--- src/rtl/assert_macros.svh ---
// Assertion macros shared by the RTL.
`ifndef ASSERT_MACROS_SVH
`define ASSERT_MACROS_SVH
`ifndef SYNTHESIS
// Checked on every rising clock edge outside reset.
`define VLR_ASSERT(label, prop) \
   label: assert property (@(posedge clock) disable iff (reset) (prop)) \
      else $error("assertion failed: label");
// Checked on every rising clock edge, reset included.
`define VLR_ASSERT_ALWAYS(label, prop) \
   label: assert property (@(posedge clock) (prop)) \
      else $error("assertion failed: label");
`else
`define VLR_ASSERT(label, prop)
`define VLR_ASSERT_ALWAYS(label, prop)
`endif
`endif

--- src/rtl/vlr_pkg.sv ---
package vlr_pkg;

   // Pipeline depths of the iterative units, one result bit per stage.
   localparam int SQRT_STEPS = 32;
   localparam int DIV_STEPS  = 32;

   // Operation codes.
   localparam logic [1:0] OP_NORMALIZE = 2'd0;
   localparam logic [1:0] OP_SET_LEN   = 2'd1;
   localparam logic [1:0] OP_LIMIT_LEN = 2'd2;
   localparam logic [1:0] OP_LEN_ONLY  = 2'd3;

   // Unit length in Q16.16.
   localparam logic [31:0] ONE_Q16 = 32'h0001_0000;

   // One input word with the operation code, the components and the target length.
   typedef struct packed {
      logic [1:0]  op;
      logic [31:0] vec_x;
      logic [31:0] vec_y;
      logic [31:0] vec_z;
      logic [31:0] target_len;
   } item_type;

   // Word state between the length stage and the output stage.
   typedef struct packed {
      logic [31:0] vec_x;
      logic [31:0] vec_y;
      logic [31:0] vec_z;
      logic [31:0] length;
      logic        doit;
      logic        fneg;
   } post_type;

   // Magnitude of a two's complement word; the most negative value maps to 2^31.
   function automatic logic [31:0] mag32(input logic [31:0] v);
      return v[31] ? (32'd0 - v) : v;
   endfunction

   // Signs and saturates a quotient. Bit 32 of the result is the clip flag.
   function automatic logic [32:0] sat_comp(input logic neg, input logic [31:0] q,
                                            input logic ovf);
      logic [32:0] res;
      res = 33'd0;
      if (q == 32'd0 && !ovf) begin
         res = 33'd0;
      end else if (!neg) begin
         if (ovf || q > 32'h7FFF_FFFF) res = {1'b1, 32'h7FFF_FFFF};
         else res = {1'b0, q};
      end else begin
         if (ovf || q > 32'h8000_0000) res = {1'b1, 32'h8000_0000};
         else res = {1'b0, 32'd0 - q};
      end
      return res;
   endfunction

endpackage

--- src/rtl/vlr_isqrt.sv ---
// Floor square root of a 64-bit value, one root bit per pipeline stage.
module vlr_isqrt import vlr_pkg::*; (
   input  logic        clock,
   input  logic        en,
   input  logic [63:0] val,
   output logic [31:0] root
);

   logic [32:0] rem_ff  [SQRT_STEPS];
   logic [31:0] root_ff [SQRT_STEPS];
   logic [63:0] val_ff  [SQRT_STEPS];

   for (genvar k = 0; k < SQRT_STEPS; k++) begin : g_step
      logic [32:0] rem_prev;
      logic [31:0] root_prev;
      logic [63:0] val_prev;
      logic [34:0] t;
      logic [34:0] trial;
      logic [34:0] diff;
      logic        ge;
      logic [32:0] rem_in;

      if (k == 0) begin : g_first
         assign rem_prev  = 33'd0;
         assign root_prev = 32'd0;
         assign val_prev  = val;
      end else begin : g_next
         assign rem_prev  = rem_ff[k-1];
         assign root_prev = root_ff[k-1];
         assign val_prev  = val_ff[k-1];
      end

      // Bring down the next bit pair and try a one digit.
      assign t      = {rem_prev, val_prev[63:62]};
      assign trial  = {1'b0, root_prev, 2'b01};
      assign ge     = (t >= trial);
      assign diff   = t - trial;
      assign rem_in = ge ? diff[32:0] : t[32:0];

      always_ff @(posedge clock) begin
         if (en) begin
            rem_ff[k]  <= rem_in;
            root_ff[k] <= {root_prev[30:0], ge};
            val_ff[k]  <= {val_prev[61:0], 2'b00};
         end
      end
   end

   assign root = root_ff[SQRT_STEPS-1];

endmodule

--- config.mk ---
export PLATFORM = sky130hd
export DESIGN_NAME = vlr_isqrt
export DESIGN_NICKNAME = d
export VERILOG_FILES = /design/src/rtl/assert_macros.svh /design/src/rtl/vlr_pkg.sv /design/src/rtl/vlr_isqrt.sv
export SDC_FILE = /design/constraint.sdc
export NUM_CORES = 2
export LEC_CHECK = 0
export BUFFER_PORTS_ARGS = -buffer_cell sky130_fd_sc_hd__clkbuf_2
export CORE_MARGIN = 2
export CORE_UTILIZATION = 45
export DETAILED_ROUTE_END_ITERATION = 10
export GPL_TIMING_DRIVEN = 0
export SKIP_LAST_GASP = 1
export SYNTH_ARGS = -nofsm -noshare
export SYNTH_HDL_FRONTEND = slang
export SYNTH_MEMORY_MAX_BITS = 65536
export SYNTH_SLANG_ARGS = --single-unit
--- constraint.sdc ---
create_clock -name clock -period 3.1 [get_ports clock]
set_clock_uncertainty 0.05 [all_clocks]
set_input_delay 0 -clock clock [delete_from_list [all_inputs] [get_ports clock]]
set_output_delay 0 -clock clock [all_outputs]
set_load 0.03 [all_outputs]
==> impl_metrics.env <==
export IMPL_synth_seq_cells=2495
export IMPL_antenna_found_initial=4
export IMPL_die_area_um2=263000
export IMPL_yosys_top_cells_area="edfxtp_1 64%, ha_1 6.0%, xor2_1 3.1%"
export IMPL_cap_violations=0
export IMPL_nets=10900
export IMPL_grt_max_degree=131
export IMPL_place_ws_ns=-2.72
export IMPL_portBuffers=97
export IMPL_drt_pre_antenna_iters=6
export IMPL_core_um2=257000
export IMPL_rsz0062_at_grt="true"
export IMPL_crit_end="rem_ff[7][3]"
export IMPL_reg2reg_to="rem_ff[7][3]"
export IMPL_status="complete, but fails checks"
export IMPL_timing_rr_start="rem_ff[6][10]"
export IMPL_crit_start="rem_ff[6][10]"
export IMPL_synthFlopType="edfxtp_1"
export IMPL_path_class="reg -> reg"
export IMPL_drive_gt1_share_pct=24.6
export IMPL_max_freq_mhz=288
export IMPL_dpl_cell_area_um2=122000
export IMPL_ir_drop_v=0.000531
export IMPL_worst_r2r_setup_slack_ns=-0.37
export IMPL_grt_usage_pct=19.7
export IMPL_vias=74900
export IMPL_cts_tree="done"
export IMPL_p_total_w=0.105
export IMPL_cp_depth=11
export IMPL_grt_pass1_vias=73600
export IMPL_required_ns=3.65
export IMPL_slew_violations=0
export IMPL_clkSinkCount=2495
export IMPL_drcViolationCount=0
export IMPL_async_flop_share_pct=0
export IMPL_grt_pass1_wl_um=411000
export IMPL_fp_row_count=186
export IMPL_clk_pin_slew_ns=0.06
export IMPL_synthTopCellsByCount="2495 x edfxtp_1, 695 x inv_1, 668 x nand2_1"
export IMPL_clockBufferDepth=4
export IMPL_post_place_cells=12500
export IMPL_yosysWarnings=0
export IMPL_ff2ff_path_depth=11
export IMPL_clock_root_buffer="clkbuf_16"
export IMPL_final_area_um2=148000
export IMPL_drt_iter0_drc=4788
export IMPL_leakage_nw=56.1
export IMPL_worstSkewPairLatency_ns=0.86
export IMPL_maxSlewHeadroom_pct=48.1
export IMPL_synth_edf_count=2495
export IMPL_tightest_slew_ns=0.772
export IMPL_finalHoldViolations=0
export IMPL_yosysMostFrequentCell="edfxtp_1"
export IMPL_min_period_ns=3.47
export IMPL_synth_distinct_cells=110
export IMPL_netlist_instances=9031
export IMPL_area_growth_pct=26.6
export IMPL_h_tree_depth=5
export IMPL_fp_dieW_um=513
export IMPL_vias_per_cell=5.41
export IMPL_synth_top_cell_area_share_pct=64.2
export IMPL_syn_area_per_cell_um2=12.9
export IMPL_violations="negative setup slack"
export IMPL_hold_class="in -> reg"
export IMPL_fp_dieH_um=513
export IMPL_wl_per_cell_um=19.6
export IMPL_end_kind="flop"
export IMPL_crit_slowest_cell="or4_4"
export IMPL_place_congestion=0.897
export IMPL_place_detailed_hpwl_um=182000
export IMPL_cp_max_fo=6
export IMPL_p_per_area_nw_per_um2=714
export IMPL_setup_viol=191
export IMPL_setup_ws_ns=-0.370
export IMPL_path_cells="or4_4 > or3_4 > or3_4 > or3_4 > nor2_4 > o211ai_4 > buf_6 > buf_6 > buf_8 > buf_8 > o21a_1"
export IMPL_synth_largest_area_cell="edfxtp_1"
export IMPL_fill_cells=20300
export IMPL_critPathArrivalTime_ns=4.02
export IMPL_min_period_over_period_pct=112
export IMPL_cp_start_kind="flop"
export IMPL_utilization_pct=57.4
export IMPL_drt_wl_total_um=272000
export IMPL_antenna_left=0
export IMPL_cts_buffers=286
export IMPL_crit_buf_inv=4
export IMPL_overflow=0
export IMPL_cp_common_cell="or3_4"
export IMPL_io_pins=98
export IMPL_crit_path_max_incr_delay_ns=0.56
export IMPL_syn_nets=9658
export IMPL_path_delay_family="simple AND/OR/NAND/NOR gates"
export IMPL_netlist_area_um2=117000
export IMPL_ys_seq_area_share_pct=64.2
export IMPL_instances_no_fill=13800
export IMPL_initial_utilization_pct=45.3
## layout by cell type (no fill, tap or decap), types with 90 or more instances in the layout
cell type and instances:
o21ai_0 338, nand2b_1 93, edfxtp_1 2495, nand2_1 591, dlygate4sd3_1 136, nand3_1 114, ha_4 135, buf_6 90
buf_4 591, a21o_1 243, clkbuf_16 312, inv_1 654, xnor2_1 371, nor2_1 417, o21ai_2 106, ha_1 381
clkbuf_2 110, xor2_1 401, a21oi_1 453, nor3_1 132
## what timing repair did
item	in CTS	in global routing
cloned	25	15
hold endpoints to repair	509	0
gates resized for setup	1106	936
setup buffers	356	332
endpoints found under the setup margin	1409	845
hold buffers	147	0
pin swaps	260	340
## final cells by class
| cell class | count | area, µm² | area share, % |
|---|---|---|---|
| antenna | 1 | 2.50 | 0.00170 |
| buffer | 133 | 1390 | 0.944 |
| clock buffer | 331 | 7410 | 5.02 |
| clock inverter | 167 | 1720 | 1.17 |
| inverter | 699 | 2670 | 1.81 |
| multi-input combinational | 5661 | 46000 | 31.1 |
| sequential | 2495 | 74900 | 50.8 |
| tap | 3384 | 4230 | 2.87 |
| timing repair buffer | 972 | 9290 | 6.30 |
## through the flow
step / TNS, ns / hold WS (ns)
2_1_floorplan: -0.0763 / 0.0489
3_3_place_gp: - / 0.127
3_5_place_dp: -1536.89 / 0.129
4_1_cts: -16.05 / 0.0172
5_1_grt: -46.12 / 0.0731
6_report: -23.37 / 0.0679
## how the worst min path moves through the flow
stage | slack [ns] | cells after the start | start | to
3_5_place_dp | 0.13 | 1 | val[49] | val_ff[0][49]
6_report | 0.07 | 5 | en | val_ff[3][14]
2_1_floorplan | 0.05 | 0 | val[0] | val_ff[0][0]
3_3_place_gp | 0.13 | 1 | val[49] | val_ff[0][49]
4_1_cts | 0.02 | 5 | en | val_ff[15][34]
5_1_grt | 0.07 | 5 | en | val_ff[15][34]
## flip-flops by register name, indices dropped and copies added, names as in the netlist
name,cells
rem_ff,975
root_ff,528
val_ff,992
## where the power goes
part           internal, W  switching [W]
clock               0.0196         0.0133
sequential          0.0428        0.00326
combinational       0.0120         0.0145
## cells by family (layout without fill, tap and decap cells)
| logic type | count (synthesis) | count (layout) | synth area share, % |
|---|---|---|---|
| other | 1 | 2 | 0.00321 |
| multiplexers | 84 | 84 | 0.789 |
| AND/OR/NAND/NOR | 2358 | 2358 | 10.2 |
| XOR/XNOR | 797 | 797 | 5.98 |
| adder cells (fa/ha/maj) | 561 | 561 | 6.02 |
| flip-flops | 2495 | 2495 | 64.2 |
| AO/OA/AOI/OAI | 1859 | 1860 | 9.85 |
| buffers and inverters | 876 | 2302 | 2.91 |
## tightest hold or removal path: cells and delay by family
kind	cells	cell delay, ns
buffers and inverters	5	0.72
## per-layer routing
| layer | GRT usage, % | share of wire [%] | up-vias | routed length, µm |
|---|---|---|---|---|
| li1 | - | - | 36000 | - |
| met5 | 0 | 0 | - | 0 |
| met4 | 6.48 | 3.3 | 0 | 8900 |
| met1 | 26.9 | 45 | 36600 | 121000 |
| met3 | 3.03 | 4.9 | 509 | 13300 |
| met2 | 32.2 | 47 | 1810 | 128000 |
Note: power is estimated with default switching activity, not from simulation.
