`config.mk`:
```
export PLATFORM = sky130hd
export DESIGN_NAME = vlr_div_lane
export DESIGN_NICKNAME = d
export VERILOG_FILES = /design/src/rtl/assert_macros.svh /design/src/rtl/vlr_pkg.sv /design/src/rtl/vlr_div_lane.sv
export SDC_FILE = /design/constraint.sdc
export NUM_CORES = 2
export LEC_CHECK = 0
export ABC_AREA = 0
export BUFFER_PORTS_ARGS = -buffer_cell sky130_fd_sc_hd__buf_4
export CORE_UTILIZATION = 60
export DETAILED_ROUTE_END_ITERATION = 10
export HOLD_SLACK_MARGIN = 0.02
export PLACE_DENSITY_LB_ADDON = 0.15
export SYNTH_ARGS = -nofsm -noshare
export SYNTH_HDL_FRONTEND = slang
export SYNTH_MEMORY_MAX_BITS = 65536
export SYNTH_SLANG_ARGS = --single-unit
```
`constraint.sdc`:
```
create_clock -name clock -period 9.8 [get_ports clock]
set_input_delay 1.47 -clock clock [delete_from_list [all_inputs] [get_ports clock]]
set_output_delay 1.47 -clock clock [all_outputs]
set_load 0.005 [all_outputs]
```
`src/rtl/assert_macros.svh`:
```
// Assertion macros shared by the RTL.
`ifndef ASSERT_MACROS_SVH
`define ASSERT_MACROS_SVH
`ifndef SYNTHESIS
// Checked on every rising clock edge outside reset.
`define VLR_ASSERT(label, prop) \
   label: assert property (@(posedge clock) disable iff (reset) (prop)) \
      else $error("assertion failed: label");
// Checked on every rising clock edge, reset included.
`define VLR_ASSERT_ALWAYS(label, prop) \
   label: assert property (@(posedge clock) (prop)) \
      else $error("assertion failed: label");
`else
`define VLR_ASSERT(label, prop)
`define VLR_ASSERT_ALWAYS(label, prop)
`endif
`endif

```
`src/rtl/vlr_pkg.sv`:
```
package vlr_pkg;

   // Pipeline depths of the iterative units, one result bit per stage.
   localparam int SQRT_STEPS = 32;
   localparam int DIV_STEPS  = 32;

   // Operation codes.
   localparam logic [1:0] OP_NORMALIZE = 2'd0;
   localparam logic [1:0] OP_SET_LEN   = 2'd1;
   localparam logic [1:0] OP_LIMIT_LEN = 2'd2;
   localparam logic [1:0] OP_LEN_ONLY  = 2'd3;

   // Unit length in Q16.16.
   localparam logic [31:0] ONE_Q16 = 32'h0001_0000;

   // One input word with the operation code, the components and the target length.
   typedef struct packed {
      logic [1:0]  op;
      logic [31:0] vec_x;
      logic [31:0] vec_y;
      logic [31:0] vec_z;
      logic [31:0] target_len;
   } item_type;

   // Word state between the length stage and the output stage.
   typedef struct packed {
      logic [31:0] vec_x;
      logic [31:0] vec_y;
      logic [31:0] vec_z;
      logic [31:0] length;
      logic        doit;
      logic        fneg;
   } post_type;

   // Magnitude of a two's complement word; the most negative value maps to 2^31.
   function automatic logic [31:0] mag32(input logic [31:0] v);
      return v[31] ? (32'd0 - v) : v;
   endfunction

   // Signs and saturates a quotient. Bit 32 of the result is the clip flag.
   function automatic logic [32:0] sat_comp(input logic neg, input logic [31:0] q,
                                            input logic ovf);
      logic [32:0] res;
      res = 33'd0;
      if (q == 32'd0 && !ovf) begin
         res = 33'd0;
      end else if (!neg) begin
         if (ovf || q > 32'h7FFF_FFFF) res = {1'b1, 32'h7FFF_FFFF};
         else res = {1'b0, q};
      end else begin
         if (ovf || q > 32'h8000_0000) res = {1'b1, 32'h8000_0000};
         else res = {1'b0, 32'd0 - q};
      end
      return res;
   endfunction

endpackage

```
`src/rtl/vlr_div_lane.sv`:
```
// Pipelined 64 by 32 bit unsigned divide, one quotient bit per stage.
// Quotients of 2^32 or more only raise ovf.
module vlr_div_lane import vlr_pkg::*; (
   input  logic        clock,
   input  logic        en,
   input  logic [63:0] num,
   input  logic [31:0] den,
   output logic [31:0] quot,
   output logic        ovf
);

   logic [31:0] rem_ff [DIV_STEPS];
   logic [31:0] lo_ff  [DIV_STEPS];
   logic [31:0] q_ff   [DIV_STEPS];
   logic [31:0] den_ff [DIV_STEPS];
   logic        ovf_ff [DIV_STEPS];

   for (genvar k = 0; k < DIV_STEPS; k++) begin : g_step
      logic [31:0] rem_prev;
      logic [31:0] lo_prev;
      logic [31:0] q_prev;
      logic [31:0] den_prev;
      logic        ovf_prev;
      logic [32:0] t;
      logic [32:0] diff;
      logic        ge;
      logic [31:0] rem_in;

      if (k == 0) begin : g_first
         assign rem_prev = num[63:32];
         assign lo_prev  = num[31:0];
         assign q_prev   = 32'd0;
         assign den_prev = den;
         assign ovf_prev = (num[63:32] >= den);
      end else begin : g_next
         assign rem_prev = rem_ff[k-1];
         assign lo_prev  = lo_ff[k-1];
         assign q_prev   = q_ff[k-1];
         assign den_prev = den_ff[k-1];
         assign ovf_prev = ovf_ff[k-1];
      end

      // Shift in the next numerator bit and subtract when it fits.
      assign t      = {rem_prev, lo_prev[31]};
      assign ge     = (t >= {1'b0, den_prev});
      assign diff   = t - {1'b0, den_prev};
      assign rem_in = ge ? diff[31:0] : t[31:0];

      always_ff @(posedge clock) begin
         if (en) begin
            rem_ff[k] <= rem_in;
            lo_ff[k]  <= {lo_prev[30:0], 1'b0};
            q_ff[k]   <= {q_prev[30:0], ge};
            den_ff[k] <= den_prev;
            ovf_ff[k] <= ovf_prev;
         end
      end
   end

   assign quot = q_ff[DIV_STEPS-1];
   assign ovf  = ovf_ff[DIV_STEPS-1];

endmodule
```
==> flow_summary_export.csv <==
group,metric,value,unit
status,status,"completed",
synth,syn_nets,13910,
place,dpl_worst_slack,4.38,ns
global_routing,grt_first_pass_wirelength,552000,µm
detailed_routing,drcViolationCount,0,
worst_setup_path,r2r_end,"rem_ff[0][180]",
global_routing,antenna_found_initial,5,
detailed_routing,vias_per_cell,5.93,
floorplan,die_h,513,µm
timing,fin_hold_ws,0.404,ns
worst_setup_path,r2r-start,"den_ff[0][129]",
min_path,hold_path_class,"flip-flop to flip-flop",
synth,avgSynthCellArea,12.3,µm²
place,dp.cells,16046,
timing,layout_min_cycle_time,4.54,ns
timing,relSlewSlack,18.1,%
timing,layout_setup_ws,5.26,ns
finish,final_cell_mix,"3040 x edfxtp_1, 1298 x inv_1, 1056 x ha_1, 1032 x a21oi_1, 747 x nand2_1",
cts,post_cts_buffers,0,
worst_setup_path,crit_required,10.45,ns
timing,setup_viol,0,
finish,fillCellCount,18884,
floorplan,core,259000,µm²
cts,cts.htree.levels,5,
synth,synth.cell_area,156000,µm²
synth,synthFlopType,"edfxtp_1",
cts,cts_buffer_depth,4,
floorplan,pin_count,131,
pwr,p_int,36.9,mW
global_routing,grt_overflow,0,
worst_setup_path,crit_fanout,23,
finish,drive_above_1_share,9.19,%
finish,design_area,172000,µm²
detailed_routing,drt_iter0_markers,8043,
detailed_routing,detail-route-antenna-nets,0,
detailed_routing,vias,98610,
place,globalplace.congestion,0.935,
cts,clk_pin_slew,0.06,ns
worst_setup_path,worstSetupEndpoint,"rem_ff[0][4]",
place,place_hpwl,264000,µm
global_routing,grt_pass1_vias,96179,
timing,slew_viol_final,0,
timing,fin_crit_sh,46.3,%
min_path,hold_path_startpoint,"lo_ff[1][432]",
pwr,power_leakage,69.9,nW
floorplan,die_x,513,µm
worst_setup_path,worstPathArrival,5.20,ns
cts,cts-resized-gates,0,
worst_setup_path,worst-r2r-setup-slack,5.35,ns
synth,async_flop_share,0,%
pwr,max-vdd-ir-drop,0.000331,V
worst_setup_path,path_cells,"buf_4 > inv_1 > ha_1 > and3_1 > nand4_1 > a21oi_1 > nor2_1 > o21ai_0 > a31oi_1 > o21ai_0 > a221oi_1 > o21ai_2 > buf_4 > mux2_2",
floorplan,dieArea,263000,µm²
worst_setup_path,worstSetupStartpointType,"input port",
finish,final_nets,14153,
finish,multi_input_area,59300,µm²
timing,clock_skew,0.0365,ns
finish,seq_area,91300,µm²
pwr,swShare,36.9,%
cts,hold_buffers,0,
worst_setup_path,crit_family,"compound AO/OA/AOI/OAI gates",
detailed_routing,firstDrtPassIters,8,
global_routing,grt_max_degree,211,
worst_setup_path,crit_path_start,"den[9]",
place,place_area,161000,µm²
finish,final_common_cell,"edfxtp_1",
pwr,p_comb_share,43.2,%
timing,fmax,220,MHz
worst_setup_path,crit_path_end_kind,"flip-flop",
synth,ys_seq_elements,3040,
synth,ys_seq_area_share,58.4,%
timing,hold_viol,0,
pwr,switching_power,21.5,mW
pwr,power_density,340,nW/µm²
synth,syn_inst,12725,
cts,clk_latency,0.93,ns
global_routing,grt.total_usage,26.9,%
worst_setup_path,reg2reg_depth,13,
worst_setup_path,slowest_delay,0.57,ns
place,port_buffers,130,
synth,synth.distinct_cells,101,
finish,syn2layout_area_growth,9.98,%
synth,synth_edf_count,3040,
worst_setup_path,crit_type,"input port to flip-flop",
cts,cts_made_buffers,322,
cts,cts_tree,"built",
detailed_routing,routed_wirelength,359000,µm
timing,tns,0,ns
synth,yosys_warnings,0,
timing,worst_slew_pin_slew,1.23,ns
detailed_routing,routedWlPerCell,21.6,µm
cts,cts_root_buf,"clkbuf_16",
worst_setup_path,crit_buf_inv,3,
timing,rsz0062_at_grt,"false",
finish,finalNonFillerCells,16632,
worst_setup_path,worstSetupPathDepth,14,
pwr,pwr-share-clk,21.2,%
floorplan,start_util,60.3,%
pwr,seq_power_share,35.6,%
worst_setup_path,slowest_stage,"o21ai_2",
run,max_cap_viol_count,0,
cts,cts.sinks,3040,
floorplan,placementRows,187,
-- stage by stage --
stage               power [mW]  utilization [%]
floorplan                 39.1                -
global placement          45.4             62.1
detailed placement        45.8             62.1
CTS                       58.5             66.3
global route              62.0             66.3
finish                    58.5             66.3
-- cells in the mapped netlist, drive strengths merged, types with 15 or more instances --
library cell  instances  share of area (%)
fa                   31               0.40
nand4               162               0.65
edfxtp             3040                 58
and2                 42               0.17
nand3               176               0.56
o21ai               682                2.2
a311oi               16               0.10
a211oi               64               0.31
a21boi               39               0.19
o31ai                57               0.28
a21o                551                2.6
a41oi                16              0.099
o21a                140               0.67
or2                  34               0.14
o31a                 25               0.14
o22ai                15              0.060
mux2                479                3.6
nor4                 45               0.18
nand2b              140               0.56
a31o                 28               0.16
and4                 30               0.17
a211o                22               0.12
a31oi               114               0.46
o211ai               46               0.23
xor2                329                1.8
o21bai              131               0.63
a221o                16               0.10
xnor2               517                2.9
a21oi              1036                3.3
nor2                662                1.6
ha                 1056                8.4
or3                  32               0.13
buf                  74               0.26
inv                1303                3.1
clkbuf              191               0.46
nor3                111               0.36
nand2               748                1.8
a221oi               41               0.25
and3                103               0.41
o2111ai              19               0.11
nor2b               155               0.62
a2111oi              26               0.16
mux2i                37               0.24
-- cell families (layout without fill, tap and decap cells) --
| family | after synthesis | after routing | share of synthesized area, % |
|---|---|---|---|
| DFF | 3040 | 3040 | 58.4 |
| and+or+nand+nor | 2491 | 2491 | 7.59 |
| xor gates and xnor gates | 846 | 846 | 4.74 |
| other | 0 | 3 | 0 |
| AOI/OAI and AO/OA | 3177 | 3177 | 12.8 |
| muxes | 516 | 516 | 3.80 |
| adders and majority gates | 1087 | 1087 | 8.84 |
| buffers and inverters | 1568 | 2070 | 3.84 |
-- power groups by stage --
stage                     registers, mW  clock network [mW]  logic [mW]
after floorplan                    19.9                   0        19.2
final                              20.8                12.4        25.2
after global placement             21.1                   0        24.3
after global routing               21.1                13.1        27.8
after CTS                          20.9                12.7        25.0
after detailed placement           21.1                   0        24.8
-- final cells by class --
| type | count | share of cell area, % |
|---|---|---|
| Inverter | 1303 | 2.84 |
| Timing Repair Buffer | 184 | 0.909 |
| Clock buffer | 367 | 4.83 |
| Tap cell | 3402 | 2.47 |
| Clock inverter | 216 | 1.42 |
| Sequential cell | 3040 | 53.1 |
| Antenna cell | 3 | 0.00436 |
| Multi-Input combinational cell | 8117 | 34.4 |
-- state kept, by name (all words and copies together), names as in the netlist --
name / count
den_ff: 992
rem_ff: 992
q_ff: 528
lo_ff: 496
ovf_ff: 32
-- per-layer routing --
| layer | routed length (µm) | track usage, % |
|---|---|---|
| met1 | 153000 | 36.1 |
| met2 | 176000 | 46.1 |
| met3 | 17800 | 3.05 |
| met4 | 11200 | 8.22 |
| met5 | 0 | 0 |
-- worst min path at each step --
stage | endpoint | slack [ns] | cells after the start
CTS | q_ff[1][147] | 0.40 | 0
global route | q_ff[1][147] | 0.41 | 0
floorplan | lo_ff[0][100] | 0.40 | 0
detailed placement | lo_ff[0][145] | 0.40 | 0
global placement | q_ff[1][441] | 0.40 | 0
finish | lo_ff[1][464] | 0.40 | 0
-- worst register-to-register path, stage by stage, from the launching register on --
cell       delay [ns]
edfxtp_1         0.46
inv_1            0.09
ha_1             0.23
nor2b_1          0.13
o21ai_0          0.24
a21boi_1         0.22
o2111ai_1        0.33
a31oi_1          0.28
a211o_1          0.47
a21o_1           0.24
a221oi_2         0.39
a21o_1           0.25
buf_4            0.47
mux2_1           0.41
No activity file was read; power rests on OpenSTA's default activity.
